<file path="config.mk">
export PLATFORM = sky130hd
export DESIGN_NAME = adam_salu
export DESIGN_NICKNAME = d
export VERILOG_FILES = /design/src/sv/adam_pkg.sv /design/src/sv/adam_salu.sv
export SDC_FILE = /design/constraint.sdc
export NUM_CORES = 1
export LEC_CHECK = 0
export BUFFER_PORTS_ARGS = -buffer_cell sky130_fd_sc_hd__buf_2
export CORE_MARGIN = 2
export CORE_UTILIZATION = 50
export DETAILED_ROUTE_END_ITERATION = 10
export HOLD_SLACK_MARGIN = 0.06
export PLACE_DENSITY = 0.7
export SYNTH_ARGS = -nofsm -noshare
export SYNTH_HDL_FRONTEND = slang
export SYNTH_SLANG_ARGS = --single-unit
</file>
<file path="constraint.sdc">
create_clock -name i_clk -period 6.1 [get_ports i_clk]
set_clock_uncertainty 0.05 [all_clocks]
set_input_delay 1.22 -clock i_clk [delete_from_list [all_inputs] [get_ports i_clk]]
set_output_delay 1.22 -clock i_clk [all_outputs]
set_load 0.01 [all_outputs]
</file>
<file path="src/sv/adam_pkg.sv">
// Shared types, constants and helper functions for the Adam update core.
// No dependencies; every other file imports this package.
package adam_pkg;

    localparam int NUM_DIMS_DEF = 64;
    localparam int IDX_W        = 6;
    localparam int DATA_W       = 32;
    localparam int CFG_IDX_W    = 3;
    localparam int CFG_DATA_W   = 31;

    localparam logic [16:0] ONE_Q16 = 17'h1_0000;

    // iteration counts of the serial unit
    localparam logic [6:0] MUL_ITER  = 7'd32;
    localparam logic [6:0] DIV_ITER  = 7'd64;
    localparam logic [6:0] SQRT_ITER = 7'd24;

    typedef enum logic [1:0] {
        CMD_LOAD = 2'd0,
        CMD_STEP = 2'd1,
        CMD_READ = 2'd2
    } t_cmd;

    typedef enum logic [1:0] {
        ST_OK     = 2'd0,
        ST_NOSTEP = 2'd1,
        ST_SAT    = 2'd2
    } t_status;

    typedef enum logic [CFG_IDX_W-1:0] {
        CFG_BETA1 = 3'd0,
        CFG_BETA2 = 3'd1,
        CFG_STEP  = 3'd2,
        CFG_EPS   = 3'd3,
        CFG_AVG   = 3'd4
    } t_cfg_idx;

    typedef enum logic [1:0] {
        ALU_MUL  = 2'd0,
        ALU_DIV  = 2'd1,
        ALU_SQRT = 2'd2
    } t_alu_op;

    typedef struct packed {
        logic    go;
        t_alu_op op;
    } t_alu_req;

    typedef struct packed {
        logic busy;
        logic done;
    } t_alu_stat;

    function automatic logic [31:0] abs32(input logic [31:0] x);
        logic [31:0] r;
        r = x[31] ? (~x + 32'd1) : x;
        return r;
    endfunction

    function automatic logic signed [49:0] sgn_term(input logic neg, input logic [47:0] mag);
        logic signed [49:0] t;
        t = $signed({2'b00, mag});
        return neg ? -t : t;
    endfunction

    // {saturated, value}
    function automatic logic [32:0] sat32(input logic signed [65:0] x);
        logic [32:0] r;
        if (x > 66'sd2147483647) begin
            r = {1'b1, 32'h7FFF_FFFF};
        end else if (x < -66'sd2147483648) begin
            r = {1'b1, 32'h8000_0000};
        end else begin
            r = {1'b0, x[31:0]};
        end
        return r;
    endfunction

endpackage

</file>
<file path="src/sv/adam_salu.sv">
// Shared bit-serial arithmetic unit: shift-add multiply, restoring divide,
// digit-by-digit square root. Depends on adam_pkg.
module adam_salu (
    input  logic                i_clk,
    input  logic                i_rst_n,
    input  adam_pkg::t_alu_req  i_req,
    input  logic [63:0]         i_opa,
    input  logic [31:0]         i_opb,
    output logic [63:0]         o_res,
    output logic [31:0]         o_rem,
    output adam_pkg::t_alu_stat o_stat
);
    import adam_pkg::*;

    logic        r_busy;
    logic        r_done;
    t_alu_op     r_op;
    logic [6:0]  r_cnt;
    logic [63:0] r_a;      // multiplicand / dividend-quotient / radicand
    logic [31:0] r_b;      // multiplier / divisor
    logic [63:0] r_acc;    // product / root
    logic [32:0] r_rem;    // partial remainder

    logic [63:0] n_a;
    logic [31:0] n_b;
    logic [63:0] n_acc;
    logic [32:0] n_rem;
    logic [32:0] div_s;
    logic [26:0] sq_s;
    logic [26:0] sq_t;

    always_comb begin
        n_a   = r_a;
        n_b   = r_b;
        n_acc = r_acc;
        n_rem = r_rem;
        div_s = {r_rem[31:0], r_a[63]};
        sq_s  = {r_rem[24:0], r_a[47:46]};
        sq_t  = {1'b0, r_acc[23:0], 2'b01};
        case (r_op)
            ALU_MUL: begin
                if (r_b[0]) begin
                    n_acc = r_acc + r_a;
                end
                n_a = {r_a[62:0], 1'b0};
                n_b = {1'b0, r_b[31:1]};
            end
            ALU_DIV: begin
                if (div_s >= {1'b0, r_b}) begin
                    n_rem = div_s - {1'b0, r_b};
                    n_a   = {r_a[62:0], 1'b1};
                end else begin
                    n_rem = div_s;
                    n_a   = {r_a[62:0], 1'b0};
                end
            end
            ALU_SQRT: begin
                if (sq_s >= sq_t) begin
                    n_rem = {6'd0, sq_s - sq_t};
                    n_acc = {r_acc[62:0], 1'b1};
                end else begin
                    n_rem = {6'd0, sq_s};
                    n_acc = {r_acc[62:0], 1'b0};
                end
                n_a = {r_a[61:0], 2'b00};
            end
            default: ;
        endcase
    end

    always_ff @(posedge i_clk) begin
        if (!i_rst_n) begin
            r_busy <= 1'b0;
            r_done <= 1'b0;
            r_cnt  <= '0;
            r_op   <= ALU_MUL;
        end else begin
            r_done <= 1'b0;
            if (i_req.go && !r_busy) begin
                r_busy <= 1'b1;
                r_op   <= i_req.op;
                r_a    <= i_opa;
                r_b    <= i_opb;
                r_acc  <= '0;
                r_rem  <= '0;
                case (i_req.op)
                    ALU_DIV:  r_cnt <= DIV_ITER;
                    ALU_SQRT: r_cnt <= SQRT_ITER;
                    default:  r_cnt <= MUL_ITER;
                endcase
            end else if (r_busy) begin
                r_a   <= n_a;
                r_b   <= n_b;
                r_acc <= n_acc;
                r_rem <= n_rem;
                r_cnt <= r_cnt - 7'd1;
                if (r_cnt == 7'd1) begin
                    r_busy <= 1'b0;
                    r_done <= 1'b1;
                end
            end
        end
    end

    assign o_res       = (r_op == ALU_DIV) ? r_a : r_acc;
    assign o_rem       = r_rem[31:0];
    assign o_stat.busy = r_busy;
    assign o_stat.done = r_done;

endmodule

</file>
==> results by group <==
Synth
  – Netlist cell types: 84
  – Mean Syn Cell Area: 8.50 µm²
  – Top post-synthesis cells by area: edfxtp_1 33%, ha_1 9.2%, nor2_1 5.7%
  – Post-synth top area share: approximately a third
  – Mapped Area: roughly 17000 µm²
  – Ys flop type: edfxtp_1
  – Synth warnings: 0
  – Cell accounting for the most synthesized area: edfxtp_1
  – Synthesis-stage register bit count: 203
  – Post-synth net total: between 2000 and 2500
  – Cells after Synth: around 2000
  – Post-synth EDFFs: approximately 190
  – Register area share after synthesis: about a third
  – Async set or reset register ratio after synthesis: 0%

Critical path
  – Endpoint class of the critical path: flip-flop
  – FF-to-FF path depth: 10
  – Crit path DAT: 4.10 ns
  – CP Class: reg2reg
  – R2R setup slack: roughly 2.2 ns
  – Startpoint types: flip-flop
  – Critical Path RT: approximately 6.3 ns
  – Largest delay share family, worst path: compound AO/OA/AOI/OAI gates
  – Crit path buf inv count: 0
  – Reg2reg start: r_rem[13]$_SDFFCE_PP0P_
  – CP Max Fanout: 60
  – Critical-path top delay cell: nand2_2
  – Crit path cell chain: ha_1 -> a21o_1 -> a211oi_1 -> a31oi_4 -> a21oi_2 -> nand4_1 -> nand2_2 -> mux2_2 -> o21ai_0 -> a21oi_1
  – Worst reg2reg endpoint: r_rem[21]$_SDFFCE_PP0P_
  – Slowest stage delay, CP: slightly above 0.8 ns

Outcome
  – Outcome: completed

Detailed routing
  – Via count: 15900
  – DRC: 0
  – Wire per inst: about 20 µm
  – Initial DRC Count: roughly 1100
  – Vias per cell: just over 6
  – ANT nets after route: 0
  – Total Wirelength: 51.8 mm
  – DRT Pass-1 Iters: 7

Cells and area
  – Syn-to-layout area delta: 11.8%
  – N_diodes: 0
  – Most frequent cells in the layout: 261 x nor2_1, 201 x nand2_1, 198 x buf_2
  – Layout cells sized above 1: around 15%
  – Commonest non-fill, non-tap cell in the layout: nor2_1
  – Fin nets: 2384
  – Final std cells w/o fill: about 2600

Global routing
  – Vias in the first global route: ~15000
  – Remaining Overflow, GRT: 0
  – Pin count of the biggest net entering global routing: 183
  – Initial antenna violation count: 0
  – First-pass GRT wire length: 82.2 mm
  – GRT Total Usage: between 20% and 30%

Clocking
  – Root buf cell: clkbuf_16
  – Post-cts resize count: 0
  – Sink Count: roughly 200
  – Post-CTS Setup Inserts: 0
  – H-Tree Depth: 1
  – CTS max path bufs: 3
  – Hold-fix buffers at CTS: 0
  – CTS buffer count: 25
  – CTS tree: built
  – Worst-Skew Late Latency: 0.55 ns
  – Clock transition at the registers of the reported paths: 0.06 ns

Power and ir drop
  – Seq pwr share: about a third
  – P_sw: about 0.0023 W
  – Final Total Pwr: between 0.006 and 0.007 W
  – Int Power: ~0.0037 W
  – Leak: slightly above 8 nW
  – Switching Share: between 30% and 40%
  – Clock network power share: roughly a quarter
  – Worst vdd ir: approximately 0.00024 V
  – Combinational group share of total power: ~43%
  – Power per cell area: roughly 310 nW/µm²

Placed design
  – Post-DP HPWL: 37.8 mm
  – Post-Place Worst Slack: approximately 2.2 ns
  – Cells after DPL: around 2600
  – Port buffer count: 198
  – GP Congestion: 0.951

Worst hold path
  – Hold path start: r_cnt[6]$_SDFFE_PN0N_
  – Hold EP: r_cnt[6]$_SDFFE_PN0N_
  – Hold path depth: 1
  – Worst min path class: reg2reg

Die
  – Row cnt: slightly below 70
  – Full die area: ~36000 µm²
  – Initial Utilization: between 50% and 60%
  – Die Wd: about 190 µm
  – Die height: roughly 190 µm
  – CORE AREA: approximately 34000 µm²
  – Number of placed I/O pins: approximately 200

Timing
  – Final worst-path setup slack: roughly 2.2 ns
  – Worst slew margin: between 20% and 30%
  – Hold WS: ~0.44 ns
  – Setup_tns: 0 ns
  – Final setup fails: 0
  – Worst Max-Slew Pin Slew: around 1.2 ns
  – Period utilisation layout: between 60% and 70%
  – RSZ-0062 raised after global routing: false
  – Final Hold Fails: 0
  – Slew Viols, Final: 0
  – Fmax: roughly 260 MHz
  – Clock period minus worst slack: 3.90 ns

Run
  – Max cap viols: 0
-- synthesized netlist by cell type (5+ instances only) --
cell	n
nor2_1	263
nand2_1	202
a21oi_1	194
edfxtp_1	192
o21ai_0	145
ha_1	128
clkbuf_1	94
inv_1	90
a21o_1	84
a221oi_1	65
xnor2_1	50
mux2_2	41
xor2_1	41
nand4_1	37
nand3_1	33
a211oi_1	32
nor3_1	28
buf_2	23
a31oi_1	20
o21bai_1	20
o21a_1	17
and3_1	16
o211ai_1	16
nand2b_1	15
mux2i_1	14
dfxtp_1	11
o31ai_1	11
nor2b_1	10
a21boi_0	9
o21ai_1	8
or3_1	8
and2_1	7
o22ai_1	7
a211o_1	6
nor3b_1	6
o31a_1	6
a22o_1	5
a31o_2	5
or4_1	5
-- power groups by stage --
stage / sequential, W / combinational [W] / clock (W)
floorplan: 0.00191 / 0.00192 / 0
global placement: 0.00195 / 0.00252 / 0
detailed placement: 0.00196 / 0.00255 / 0
CTS: 0.00193 / 0.00257 / 0.00153
global route: 0.00195 / 0.00287 / 0.00157
finish: 0.00193 / 0.00259 / 0.00150
-- how the worst max path moves through the flow --
stage                              endpoint  depth (start not counted)                    start
finish              r_rem[21]$_SDFFCE_PP0P_                         10  r_rem[13]$_SDFFCE_PP0P_
global route        r_rem[21]$_SDFFCE_PP0P_                         10  r_rem[13]$_SDFFCE_PP0P_
CTS                 r_rem[21]$_SDFFCE_PP0P_                         10  r_rem[13]$_SDFFCE_PP0P_
detailed placement  r_rem[21]$_SDFFCE_PP0P_                         10  r_rem[13]$_SDFFCE_PP0P_
global placement    r_rem[21]$_SDFFCE_PP0P_                         11  r_rem[25]$_SDFFCE_PP0P_
floorplan            r_acc[0]$_SDFFCE_PP0P_                          2                 i_req[2]
-- registers in the layout, summed over array words and instances, names as in the netlist --
register  cells
r_a          64
r_b          32
r_op          2
r_rem        32
r_acc        64
r_busy        1
r_cnt         7
r_done        1
-- metal layers --
layer / share of wire, % / vias to the layer above / track usage (%)
met3: 5.4 / 89 / 3.36
met2: 47 / 459 / 47.1
li1: - / 7782 / -
met4: 2.3 / 0 / 7.33
met5: 0 / - / 0
met1: 46 / 7568 / 38.2
-- through the flow --
| step | utilization, % | cell area, µm² |
|---|---|---|
| CTS | 56.4 | 19400 |
| global placement | 54.1 | 18600 |
| global route | 56.4 | 19400 |
| detailed placement | 54.1 | 18600 |
| floorplan | - | 17300 |
| finish | 56.4 | 19400 |
-- cell type report --
class | count | area [µm²]
Fill cell | 3264 | 15000
Multi-Input combinational cell | 1619 | 10600
Sequential cell | 203 | 5990
Timing Repair Buffer | 212 | 1110
Clock buffer | 29 | 641
Tap cell | 455 | 569
Inverter | 92 | 345
Clock inverter | 14 | 155
-- kinds of logic after synthesis --
logic type | Yosys count | share of synthesized area (%)
compound gates | 690 | 26.1
mux | 55 | 3.47
flops | 203 | 34.5
fa+ha+maj | 130 | 9.48
xor+xnor | 91 | 4.60
simple gates | 653 | 16.8
buf+inv | 217 | 4.96
No activity file was read; power rests on OpenSTA's default activity.
